--- config.mk ---
export PLATFORM = sky130hd
export DESIGN_NAME = autorange_temp_sensor_convert_top
export DESIGN_NICKNAME = d
export VERILOG_FILES = /design/src/hdl/atsc_pkg.sv /design/src/hdl/atsc_cal.sv /design/src/hdl/atsc_conv.sv /design/src/hdl/autorange_temp_sensor_convert_top.sv
export SDC_FILE = /design/constraint.sdc
export NUM_CORES = 1
export LEC_CHECK = 0
export ABC_AREA = 1
export ABC_CLOCK_PERIOD_IN_PS = 21700
export BUFFER_PORTS_ARGS = -buffer_cell sky130_fd_sc_hd__buf_4
export CAP_MARGIN = 20
export CORE_ASPECT_RATIO = 1.1
export CORE_MARGIN = 2
export CORE_UTILIZATION = 39
export DETAILED_ROUTE_END_ITERATION = 16
export RECOVER_POWER = 100
export SLEW_MARGIN = 20
export SYNTH_ARGS = -nofsm -noshare
export SYNTH_HDL_FRONTEND = slang
export SYNTH_SLANG_ARGS = --single-unit
export TNS_END_PERCENT = 30
--- constraint.sdc ---
create_clock -name clk -period 21.7 [get_ports clk]
set_input_delay 4.34 -clock clk [delete_from_list [all_inputs] [get_ports clk]]
set_output_delay 4.34 -clock clk [all_outputs]
set_load 0.01 [all_outputs]
--- src/hdl/atsc_pkg.sv ---
`timescale 1ns / 1ps
// ----------------------------------------------------------------------------
// atsc_pkg: shared types and constants of the sensor converter
// Level table, action codes and the result record passed to the top level.
// ----------------------------------------------------------------------------
package atsc_pkg;

  typedef logic [2:0]         level_t;
  typedef logic signed [19:0] wide_t;
  typedef logic signed [18:0] celsius_t;

  localparam level_t LEVEL_MAX   = 3'd4;
  localparam level_t LEVEL_RESET = 3'd2;

  // Q.10 scaling constants.
  localparam wide_t ADC_GAIN_Q10   = 20'sd449;
  localparam wide_t SYS_OFFSET_Q10 = 20'sd21012;
  localparam wide_t Q_ONE          = 20'sd1024;
  localparam wide_t BYTE_SAT_Q10   = 20'sd262144;

  typedef enum logic [2:0] {
    ACT_IN_RANGE   = 3'd0,
    ACT_UP         = 3'd1,
    ACT_LOW_LIMIT  = 3'd2,
    ACT_DOWN       = 3'd3,
    ACT_HIGH_LIMIT = 3'd4
  } action_t;

  typedef struct packed {
    celsius_t   celsius_q10;
    logic [7:0] temp_byte;
    level_t     level_used;
    level_t     next_level;
    action_t    range_action;
  } result_t;

  // DAC offset contribution, -28549 * offset[level]. Codes above 4 act as 4.
  function automatic wide_t dac_term(input level_t lvl);
    wide_t t;
    unique case (lvl)
      3'd0:    t = 20'sd57098;
      3'd1:    t = 20'sd28549;
      3'd2:    t = 20'sd0;
      3'd3:    t = -20'sd28549;
      default: t = -20'sd57098;
    endcase
    return t;
  endfunction

  function automatic wide_t min_q10(input level_t lvl);
    wide_t t;
    unique case (lvl)
      3'd0:    t = 20'sd51200;
      3'd1:    t = 20'sd20480;
      3'd2:    t = -20'sd10240;
      3'd3:    t = -20'sd30720;
      default: t = -20'sd40960;
    endcase
    return t;
  endfunction

  function automatic wide_t max_q10(input level_t lvl);
    wide_t t;
    unique case (lvl)
      3'd0:    t = 20'sd128000;
      3'd1:    t = 20'sd102400;
      3'd2:    t = 20'sd81920;
      3'd3:    t = 20'sd51200;
      default: t = 20'sd20480;
    endcase
    return t;
  endfunction

endpackage

--- src/hdl/atsc_cal.sv ---
`timescale 1ns / 1ps
// ----------------------------------------------------------------------------
// atsc_cal: calibration register
// Holds the trim in tenths of a degree and its Q.10 form, trunc(d*1024/10).
// ----------------------------------------------------------------------------
module atsc_cal (
  input  logic                   clk,
  input  logic                   rst_n,
  input  logic                   cfg_we,
  input  logic [10:0]            cfg_wdata,
  output logic signed [18:0]     corr_q10
);

  logic signed [10:0] delta_r;
  logic signed [18:0] corr_r, corr_nxt;

  logic        neg;
  logic [10:0] mag;
  logic [26:0] prod;
  logic [7:0]  quo;
  logic [10:0] rem_full;
  logic [8:0]  frac;
  logic [17:0] mag_corr;

  // Fraction of 512/5 for each remainder of the division by five.
  function automatic logic [8:0] frac_of(input logic [2:0] r);
    logic [8:0] f;
    unique case (r)
      3'd0:    f = 9'd0;
      3'd1:    f = 9'd102;
      3'd2:    f = 9'd204;
      3'd3:    f = 9'd307;
      default: f = 9'd409;
    endcase
    return f;
  endfunction

  always_comb begin
    neg      = delta_r[10];
    mag      = neg ? 11'(-delta_r) : 11'(delta_r);
    // Divide by five with a reciprocal; exact for every magnitude up to 1024.
    prod     = 27'(mag) * 27'd52429;
    quo      = prod[25:18];
    rem_full = mag - 11'(quo) * 11'd5;
    frac     = frac_of(rem_full[2:0]);
    mag_corr = {1'b0, quo, 9'b0} + 18'(frac);
    corr_nxt = neg ? -$signed({1'b0, mag_corr}) : $signed({1'b0, mag_corr});
  end

  always_ff @(posedge clk) begin
    if (!rst_n) begin
      delta_r <= '0;
      corr_r  <= '0;
    end else begin
      if (cfg_we) begin
        delta_r <= $signed(cfg_wdata);
      end
      corr_r <= corr_nxt;
    end
  end

  assign corr_q10 = corr_r;

endmodule

--- src/hdl/atsc_conv.sv ---
`timescale 1ns / 1ps
// ----------------------------------------------------------------------------
// atsc_conv: sample conversion and range decision
// Converts one raw code at the given level and picks the next level.
// ----------------------------------------------------------------------------
module atsc_conv (
  input  logic [7:0]          raw_sample,
  input  atsc_pkg::level_t    level,
  input  logic signed [18:0]  corr_q10,
  output atsc_pkg::result_t   result
);

  atsc_pkg::wide_t  q;
  atsc_pkg::level_t lvl;
  logic [7:0]       tb;

  always_comb begin
    lvl = (level > atsc_pkg::LEVEL_MAX) ? atsc_pkg::LEVEL_MAX : level;
    q   = atsc_pkg::wide_t'({12'b0, raw_sample}) * atsc_pkg::ADC_GAIN_Q10
          + atsc_pkg::dac_term(lvl) - atsc_pkg::SYS_OFFSET_Q10
          - atsc_pkg::wide_t'(corr_q10);

    if (q <= atsc_pkg::Q_ONE) begin
      tb = 8'd1;
    end else if (q >= atsc_pkg::BYTE_SAT_Q10) begin
      tb = 8'd255;
    end else begin
      tb = q[17:10];
    end

    result.celsius_q10 = q[18:0];
    result.temp_byte   = tb;
    result.level_used  = lvl;
    result.next_level  = lvl;
    result.range_action = atsc_pkg::ACT_IN_RANGE;

    if (q < atsc_pkg::min_q10(lvl)) begin
      if (lvl < atsc_pkg::LEVEL_MAX) begin
        result.next_level   = lvl + 3'd1;
        result.range_action = atsc_pkg::ACT_UP;
      end else begin
        result.range_action = atsc_pkg::ACT_LOW_LIMIT;
      end
    end else if (q > atsc_pkg::max_q10(lvl)) begin
      if (lvl != 3'd0) begin
        result.next_level   = lvl - 3'd1;
        result.range_action = atsc_pkg::ACT_DOWN;
      end else begin
        result.range_action = atsc_pkg::ACT_HIGH_LIMIT;
      end
    end
  end

endmodule

--- src/hdl/autorange_temp_sensor_convert_top.sv ---
`timescale 1ns / 1ps
// ----------------------------------------------------------------------------
// autorange_temp_sensor_convert_top: auto-ranging temperature sensor converter
// Converts raw sensor codes to Celsius and tracks the DAC range level.
// ----------------------------------------------------------------------------
// Usage:
//   The in_ stream carries one raw 8-bit sensor code per request. For each
//   one the out_ stream returns exactly one request with the Q.10 Celsius
//   value, a byte temperature, the level applied, the next level and the
//   range action taken.
//   The cfg_ port writes the calibration trim (tenths of a degree); write it
//   only while no sample is in flight. Samples accepted from the cycle after
//   the write edge on use the new trim.
//   An accepted sample goes through the input register, then the conversion
//   into the result register, before out_tvalid rises for it.
//   Throughput is one sample per cycle while out_tready stays high; the range
//   level register is updated as each sample moves into the result register,
//   so the next sample sees the new level without a bubble.
//   When the receiver stalls, the result register holds and the input
//   register still accepts one more sample; after that in_tready drops.
//   Synchronous reset empties both registers, sets the level to 2 and the
//   trim to zero.
// ----------------------------------------------------------------------------
module autorange_temp_sensor_convert_top (
  input  logic        clk,
  input  logic        rst_n,
  input  logic        in_tvalid,
  output logic        in_tready,
  input  logic [7:0]  in_tdata,   // [7:0] raw_sample
  output logic        out_tvalid,
  input  logic        out_tready,
  // [18:0] celsius_q10, [26:19] temp_byte, [29:27] level_used,
  // [32:30] next_level, [35:33] range_action, [39:36] zero
  output logic [39:0] out_tdata,
  input  logic        cfg_we,
  input  logic [10:0] cfg_wdata
);

  logic               in_valid_r;
  logic [7:0]         raw_r;
  logic               out_valid_r;
  atsc_pkg::result_t  res_r;
  atsc_pkg::result_t  res_nxt;
  atsc_pkg::level_t   level_r;
  logic signed [18:0] corr_q10;
  logic               load_out;

  atsc_cal u_cal (
    .clk       (clk),
    .rst_n     (rst_n),
    .cfg_we    (cfg_we),
    .cfg_wdata (cfg_wdata),
    .corr_q10  (corr_q10)
  );

  atsc_conv u_conv (
    .raw_sample (raw_r),
    .level      (level_r),
    .corr_q10   (corr_q10),
    .result     (res_nxt)
  );

  assign load_out  = in_valid_r && (!out_valid_r || out_tready);
  assign in_tready = !in_valid_r || load_out;

  always_ff @(posedge clk) begin
    if (!rst_n) begin
      in_valid_r  <= 1'b0;
      out_valid_r <= 1'b0;
      level_r     <= atsc_pkg::LEVEL_RESET;
    end else begin
      if (in_tready) begin
        in_valid_r <= in_tvalid;
      end
      if (load_out) begin
        out_valid_r <= 1'b1;
        level_r     <= res_nxt.next_level;
      end else if (out_tready) begin
        out_valid_r <= 1'b0;
      end
    end
  end

  always_ff @(posedge clk) begin
    if (in_tready && in_tvalid) begin
      raw_r <= in_tdata;
    end
    if (load_out) begin
      res_r <= res_nxt;
    end
  end

  assign out_tvalid = out_valid_r;
  assign out_tdata  = {4'b0, res_r.range_action, res_r.next_level, res_r.level_used,
                       res_r.temp_byte, res_r.celsius_q10};

endmodule

=== Yosys cells after proc, flatten, opt, wreduce, memory -nomap -nowiden ===
Index checks and enable logic that the tools add are counted.

* Multiply operators: 3
* Add/subtract/negate cells: 9
* Mux-type cells: 17
* $lt $le $gt $ge: 6
* Reduce and logical (&&, ||, !) cells: 12
* Eq/ne operators: 6

{| class="wikitable"
|+ Operators by type and width
! operator !! count
|-
| 20-bit case mux with 4 select lines || 2
|-
| 17-bit case mux with 4 select lines || 1
|-
| 9-bit case mux with 4 select lines || 1
|-
| 11-bit by 16-bit multiplier with 26-bit output (second input constant) || 1
|-
| 20-bit adder || 1
|-
| 20-bit greater-or-equal comparator (second input constant) || 1
|-
| 20-bit > comparator || 1
|-
| 20-bit by 12-bit less-or-equal comparator with 1-bit output (second input constant) || 1
|-
| 20-bit less-than comparator || 1
|-
| 20-bit two-way mux || 1
|-
| 20-bit by 16-bit subtractor with 20-bit output (second input constant) || 1
|-
| 20-bit by 19-bit subtractor with 20-bit output || 1
|-
| 18-bit negator with 19-bit output || 1
|-
| 17-bit by 9-bit adder with 18-bit output || 1
|-
| 18-bit two-way mux || 1
|-
| 8-bit by 9-bit multiplier with 17-bit output (second input constant) || 1
|-
| 3-bit by 2-bit equality test with 1-bit output (second input constant) || 4
|-
| 3-bit two-way mux || 4
|-
| 6-bit two-way mux || 2
|-
| 11-bit two-way mux || 1
|-
| 11-bit negator || 1
|-
| 8-bit by 3-bit multiplier with 3-bit output (second input constant) || 1
|-
| 8-bit two-way mux || 1
|-
| 3-bit by 1-bit equality test with 1-bit output (second input constant) || 2
|-
| 15 further kinds || 20
|}

* Bits of input ports: 24
* Flip-flop bits (word level): 79
* Output and inout bits: 42

=== Depth between registers and ports, before layout ===
Gate-level depths: netlist (run 1).

* Depth after elaboration: 12
* Mapped depth: 47

=== By module ===
A second synthesis (run 1) with hierarchy kept.

* Cell total of the unflattened synthesis: 1140
* Area total of the unflattened synthesis: 9292.7 um^2

{| class="wikitable"
|+ By module, submodules not included
! module !! area each (um^2) !! times used !! cells each
|-
| atsc_cal || 4169.0 || 1 || 542
|-
| atsc_conv || 3555.9 || 1 || 520
|-
| autorange_temp_sensor_convert_top || 1567.8 || 1 || 78
|}

=== Worst setup path after synthesis (run 1) ===
No wires, ideal clock.

* Path kind: input -> output
* Start: input port out_tready
* End: output port in_tready
* Stages: 2
* Path slack: 12.836 ns
* Data required time: 17.360 ns
* Arrival: 4.524 ns
* Path through: inv_1 -> nand3_1

* Cells in the longest elaborated chain, start to end: 3

{| class="wikitable"
|+ RTL lines
! element !! RTL line !! RTL
|-
| from (decl) || autorange_temp_sensor_convert_top.sv:31 || <nowiki>input logic out_tready,</nowiki>
|-
| 1-bit logical OR || autorange_temp_sensor_convert_top.sv:63 || <nowiki>assign load_out = in_valid_r && (!out_valid_r || out_tready);</nowiki>
|-
| 1-bit logical AND || autorange_temp_sensor_convert_top.sv:63 ||
|-
| 1-bit logical OR || autorange_temp_sensor_convert_top.sv:64 || <nowiki>assign in_tready = !in_valid_r || load_out;</nowiki>
|-
| to (decl) || autorange_temp_sensor_convert_top.sv:28 || <nowiki>output logic in_tready,</nowiki>
|}

No other way between the ends.

=== Worst setup path in the final report (run 1) ===
Same ends and word-level chain as after synthesis.

==> results of run 1 <==
-- sequential cells by signal (all words and copies together) (netlist names) --
register        cells
u_cal.corr_q10     18
level_r             3
in_valid_r          1
out_tvalid          1
u_cal.delta_r      11
out_tdata          36
raw_r               8
-- cells by family after synthesis --
group,Yosys count,share of synthesized area [%]
adders and majority gates,225,36.5
and+or+nand+nor,340,16.9
xor gates and xnor gates,41,4.07
other,2,0.0834
buffers and inverters,244,10.4
DFF,78,22.2
AOI/OAI and AO/OA,156,9.83
-- metal layers --
metal  up-vias  global-route usage, %  wire, um  part of all wire, %
met5         -                      0         0                    0
met4         0                   5.37       434                  2.2
met3        25                   2.49       544                  2.8
met2       111                   32.0     10400                   53
met1      3187                   18.9      8350                   42
li1       3628                      -         -                    -
-- layout make-up --
type | count | share of cell area [%]
Clock buffer | 10 | 2.32
Clock inverter | 6 | 0.874
Inverter | 230 | 8.74
Multi-Input combinational cell | 767 | 60.7
Sequential cell | 78 | 20.3
Tap cell | 300 | 3.80
Timing Repair Buffer | 63 | 3.27
-- worst paths after layout --
| path | from | slack, ns | end | cells past startpoint |
|---|---|---|---|---|
| min reg2reg | u_cal.delta_r[7] | 0.50 | u_cal.delta_r[7] | 2 |
| max reg2reg | u_cal.delta_r[0] | 12.84 | u_cal.corr_q10[10] | 41 |
| min | u_cal.delta_r[7] | 0.50 | u_cal.delta_r[7] | 2 |
| max | out_tready | 12.61 | in_tready | 4 |
-- stage by stage --
| stage | worst slack, ns | std cells |
|---|---|---|
| after floorplan | 12.84 | 1089 |
| after global placement | 12.59 | 1438 |
| after detailed placement | 12.59 | 1438 |
| after CTS | 12.59 | 1454 |
| after global routing | 11.92 | 1454 |
| final | 12.61 | 1454 |
-- synthesized netlist by cell type, types with 2 or more instances --
master | count | share of area (%)
a21oi_2 | 3 | 0.29
ha_1 | 162 | 23
a211oi_1 | 2 | 0.17
o31ai_1 | 3 | 0.25
o21ai_0 | 43 | 2.4
nor3_1 | 16 | 0.89
clkbuf_1 | 6 | 0.25
fa_1 | 63 | 14
a21oi_1 | 76 | 4.2
o21ai_1 | 2 | 0.11
o21ai_2 | 5 | 0.49
nor2_1 | 78 | 3.3
inv_1 | 228 | 9.5
conb_1 | 2 | 0.083
xnor2_1 | 15 | 1.5
edfxtp_1 | 44 | 15
nor2_2 | 4 | 0.28
nand3_1 | 54 | 3.0
o21a_1 | 2 | 0.17
o21bai_1 | 4 | 0.33
or2_2 | 2 | 0.14
xor2_1 | 25 | 2.4
buf_4 | 4 | 0.33
nand2_1 | 148 | 6.2
inv_2 | 2 | 0.083
a31oi_1 | 3 | 0.21
nand2_2 | 14 | 0.97
a21o_1 | 5 | 0.42
o22ai_1 | 2 | 0.14
nand3b_1 | 3 | 0.25
nand3_2 | 3 | 0.33
a21boi_0 | 3 | 0.25
dfxtp_1 | 34 | 7.6
nand4_1 | 12 | 0.83
buf_2 | 3 | 0.17
-- worst min-delay path, stage by stage, from the launching register on --
cell and delay [ns]:
dfxtp_1 0.33, inv_1 0.07, a21oi_1 0.06
==> impl_results.md, run 1 <==
- Number of synthesized flops with an enable pin: 44
- Clk Latency, worst-skew pair: 0.36 ns
- Fmax: 110 MHz
- Final hold slack: 0.502 ns
- Register area share after synthesis: 22.2%
- CP endpoint kind: output port
- Fillers: 2399
- Commonest cells after routing, fill and taps aside: inv_1, ha_1, nand2_1, nor2_1, a21oi_1
- Grt ovf: 0
- TritonCTS buffer count: 9
- Slowest-stage cell, CP: clkbuf_1
- CORE AREA: 22800 um2
- CP cell instances: clkbuf_4 -> inv_1 -> nand3_1 -> clkbuf_1
- Hold Crit Class: reg2reg
- Worst Skew: 0.00993 ns
- Root buffer cell: clkbuf_16
- Ys flop type: edfxtp_1
- Pin count of the biggest net entering global routing: 35
- Slew @ Worst Pin: 1.69 ns
- Hold_buf cts: 0
- Slew HR: -12.5%
- Setup CP Type: in2out
- Final Setup Violations: 0
- CP Max Fanout: 3
- Number of global-route vias before repair: 6751
- Routed wire length per instance: 13.5 um
- Reg area: 2000 um2
- P&R area growth vs syn: 9.72%
- Number of port buffers: 61
- Gpl congestion: 0.887
- WP buf/inv: 3
- Detailed Routing Iterations Pass 1: 7
- Final hold viol count: 0
- Syn Std Cell Area: 9000 um2
- Max cap viols: 1
- Final core occ: 43.3%
- Pins Over Slew Limit: 35
- RSZ-0062 raised after global routing: false
- Violated checks: max-capacitance violations, max-slew violations
- Final Cell Area: 9880 um2
- Diode count: 0
- Setup Buffers After CTS: 0
- CP peak stage delay: 0.15 ns
- Status: finished with violations
- Placed inst area: 9790 um2
- Arrival time worst endpoint: 4.75 ns
- Clk slew on worst S/H paths: 0.06 ns
- First-pass GRT wire length: 31900 um
- Synth Warn #: 0
- Distinct cells, synth: 46
- Dpl hpwl: 16900 um
- Initial antenna violation count: 0
- Fraction of layout cells with a size suffix above 1: 5.20%
- Area of the multi-input gates: 6000 um2
- Final ANT Viol Nets: 0
- CTS tree: done
- Startpoint types: primary input
- Clock sinks: 78
- FP Rows: 58
- Register bit total from synthesis: 78
- Via count: 6951
- DIE AREA: 24300 um2
- Critical Path RT: 17.36 ns
- Clock Tree Buf Depth: 2
- Final period utilization: 41.9%
- Final Routed Wirelength: 19700 um
- Initial Util: 39.5%
- Nets: 1398
- H-tree depth: 3
- Setup TNS Final: 0 ns
- Most common cell after layout, fill and taps aside: inv_1
- Syn Area/Cell: 8.29 um2
- Post-Synthesis Cells: 1086
- Drc violations: 0
- Chip Width: 149 um
- CP delay by family, top: buffers and inverters
- Initial DRC count: 302
- Async SR Flop Fraction: 0%
- Tot GR Track Use: 16.7%
- Avg Vias per Cell: 4.78
- Final min period: 9.09 ns
- Boundary Pins: 66
- # resized after CTS: 0
- Die H: 163 um
Power of run 1 is not shown: default switching activity piles up to over one toggle a cycle in this logic, so the estimate is an artifact.
==> inputs of run 2 (changes only) <==
ABC_CLOCK_PERIOD_IN_PS = 7300   (was 21700)
clock period = 7.3 ns   (was 21.7 ns; I/O delays follow)
==> impl_results.md, run 2 (synthesis gave the netlist of run 1 again) <==
- Grt ovf: 0 (unchanged)
- Fillers: 2320 (was 2399)
- Slew @ Worst Pin: 1.14 ns (was 1.69 ns)
- Startpoint types: flop (was primary input)
- H-tree depth: 3 (unchanged)
- Die H: 163 um (unchanged)
- FP Rows: 58 (unchanged)
- Final Non-Filler Cells: 1485 (was 1454)
- Commonest cells after routing, fill and taps aside: inv_1, ha_1, nand2_1, nor2_1, a21oi_1 (unchanged)
- Dpl hpwl: 17100 um (was 16900 um)
- Clk slew on worst S/H paths: 0.07 ns (was 0.06 ns)
- Fraction of layout cells with a size suffix above 1: 12.7% (was 5.20%)
- Worst r2r dst: u_cal.corr_q10[10] (unchanged)
- Most common cell after layout, fill and taps aside: inv_1 (unchanged)
- Root buffer cell: clkbuf_16 (unchanged)
- Register-to-register setup slack: 0.42 ns (was 12.84 ns)
- Chip Width: 149 um (unchanged)
- Slew HR: 23.8% (was -12.5%)
- Final hold slack: 0.507 ns (was 0.502 ns)
- Initial Util: 39.5% (unchanged)
- Number of flip-flops in the largest register: 36 (unchanged)
- CP dominant cell by count: nand2_2
- Drc violations: 0 (unchanged)
- Final period utilization: 94.3%
- Initial DRC count: 308 (was 302)
- Worst hold endpoint: out_tvalid (was u_cal.delta_r[7])
- Hold wc startpoint: out_tvalid (was u_cal.delta_r[7])
- Number of port buffers: 61 (unchanged)
- Hold Crit Class: reg2reg (unchanged)
- Setup CP Type: reg2reg (was in2out)
- CP peak stage delay: 0.52 ns (was 0.15 ns)
- Slowest-stage cell, CP: fa_1 (was clkbuf_1)
- Clk Latency, worst-skew pair: 0.36 ns (about the same)
- Via count: 7130 (was 6951)
- Final Routed Wirelength: 20200 um (was 19700 um)
- Clock Tree Buf Depth: 2 (unchanged)
- Clock sinks: 78 (unchanged)
- Tot GR Track Use: 17.2% (was 16.7%)
- Avg Vias per Cell: 4.80 (was 4.78)
- Hold Path Depth: 2 (unchanged)
- CP Max Fanout: 6 (was 3)
- Worst r2r src: u_cal.delta_r[0] (unchanged)
- CORE AREA: 22800 um2 (unchanged)
- DIE AREA: 24300 um2 (unchanged)
- Setup TNS Final: 0 ns (unchanged)
- Max cap viols: 0 (was 1)
- First-pass GRT wire length: 32900 um (was 31900 um)
- Fmax: 145 MHz
- Pin count of the biggest net entering global routing: 35 (unchanged)
- Number of global-route vias before repair: 6981 (was 6751)
- DP Cell Count: 1455 (was 1438)
- R2R depth: 42 (was 41)
- Final ANT Viol Nets: 0 (unchanged)
- Diode count: 0 (unchanged)
- Final core occ: 45.6% (was 43.3%)
- Worst Skew: 0.0148 ns (was 0.00993 ns)
- Final Setup Violations: 0 (unchanged)
- Arrival time worst endpoint: 7.12 ns (was 4.75 ns)
- Initial antenna violation count: 0 (unchanged)
- Detailed Routing Iterations Pass 1: 4 (was 7)
- P&R area growth vs syn: 15.3% (was 9.72%)
- Final min period: 6.88 ns
- Routed wire length per instance: 13.6 um (was 13.5 um)
- Nets: 1429 (was 1398)
- Status: finished, final reports clean (was finished with violations)
- Critical Path RT: 7.54 ns (was 17.36 ns)
- CTS tree: done (unchanged)
- Boundary Pins: 66 (unchanged)
- Gpl congestion: 0.878 (was 0.887)
- CP endpoint kind: flop (was output port)
- Final hold viol count: 0 (unchanged)
- Pins Over Slew Limit: 0 (was 35)
- TritonCTS buffer count: 9 (unchanged)
[run 2: cell count changes in the layout (fill, tap and decap cells not counted), sizes merged]
cell | previous run | this run
buf | 14 | 45
bufinv | 2 | 1
clkinv | 4 | 1
clkinvlp | 1 | 3
inv | 229 | 231
[run 2: final cells by class]
cell class,count,area [um2],share of cell area (%)
Clock buffer,10,229,2.21
Clock inverter,6,70.1,0.675
Multi-Input combinational cell,767,6280,60.5
Tap cell,300,375,3.62
Timing Repair Buffer,94,556,5.35
Sequential cell,78,2000,19.3
Inverter,230,863,8.32
[run 2: critical path, delay by kind of cell, from the launching register on]
kind                       cells  cell delay, ns
buffers and inverters          9            0.60
xor gates and xnor gates       2            0.37
DFF                            1            0.33
and+or+nand+nor               19            1.85
adders and majority gates      9            3.15
AOI/OAI and AO/OA              3            0.48
[run 2: worst max path at each step]
stage / endpoint / from / slack (ns) / cells after the start
after floorplan: u_cal.corr_q10[14] / u_cal.delta_r[0] / 0.17 / 39
after global placement: u_cal.corr_q10[14] / u_cal.delta_r[0] / -0.05 / 39
after detailed placement: u_cal.corr_q10[14] / u_cal.delta_r[0] / -0.26 / 39
after CTS: u_cal.corr_q10[10] / u_cal.delta_r[0] / 0.006 / 42
after global routing: level_r[0] / raw_r[0] / -0.03 / 41
final: u_cal.corr_q10[10] / u_cal.delta_r[0] / 0.42 / 42
[run 2: per-layer routing]
| metal | global-route usage (%) | vias up | share of wire, % |
|---|---|---|---|
| met1 | 19.0 | 3288 | 41 |
| met4 | 5.97 | 0 | 3.0 |
| met2 | 32.9 | 117 | 53 |
| met5 | 0 | - | 0 |
| met3 | 3.13 | 34 | 2.9 |
| li1 | - | 3691 | - |
[run 2: repair_timing]
item	4_1_cts	5_1_grt
hold buffers	0	0
pin swaps	6	22
hold endpoints to repair	0	0
buffers inserted	1	13
setup endpoints to repair	7	21
resized for setup	10	44
[run 2: stage by stage]
step / setup WS, ns / cell area [um2]
floorplan: 0.171 / 9010
global route: -0.0316 / 10400
global placement: -0.0470 / 9920
CTS: 0.00621 / 10300
finish: 0.418 / 10400
detailed placement: -0.258 / 9920
Power of run 2 is left out for the same reason.
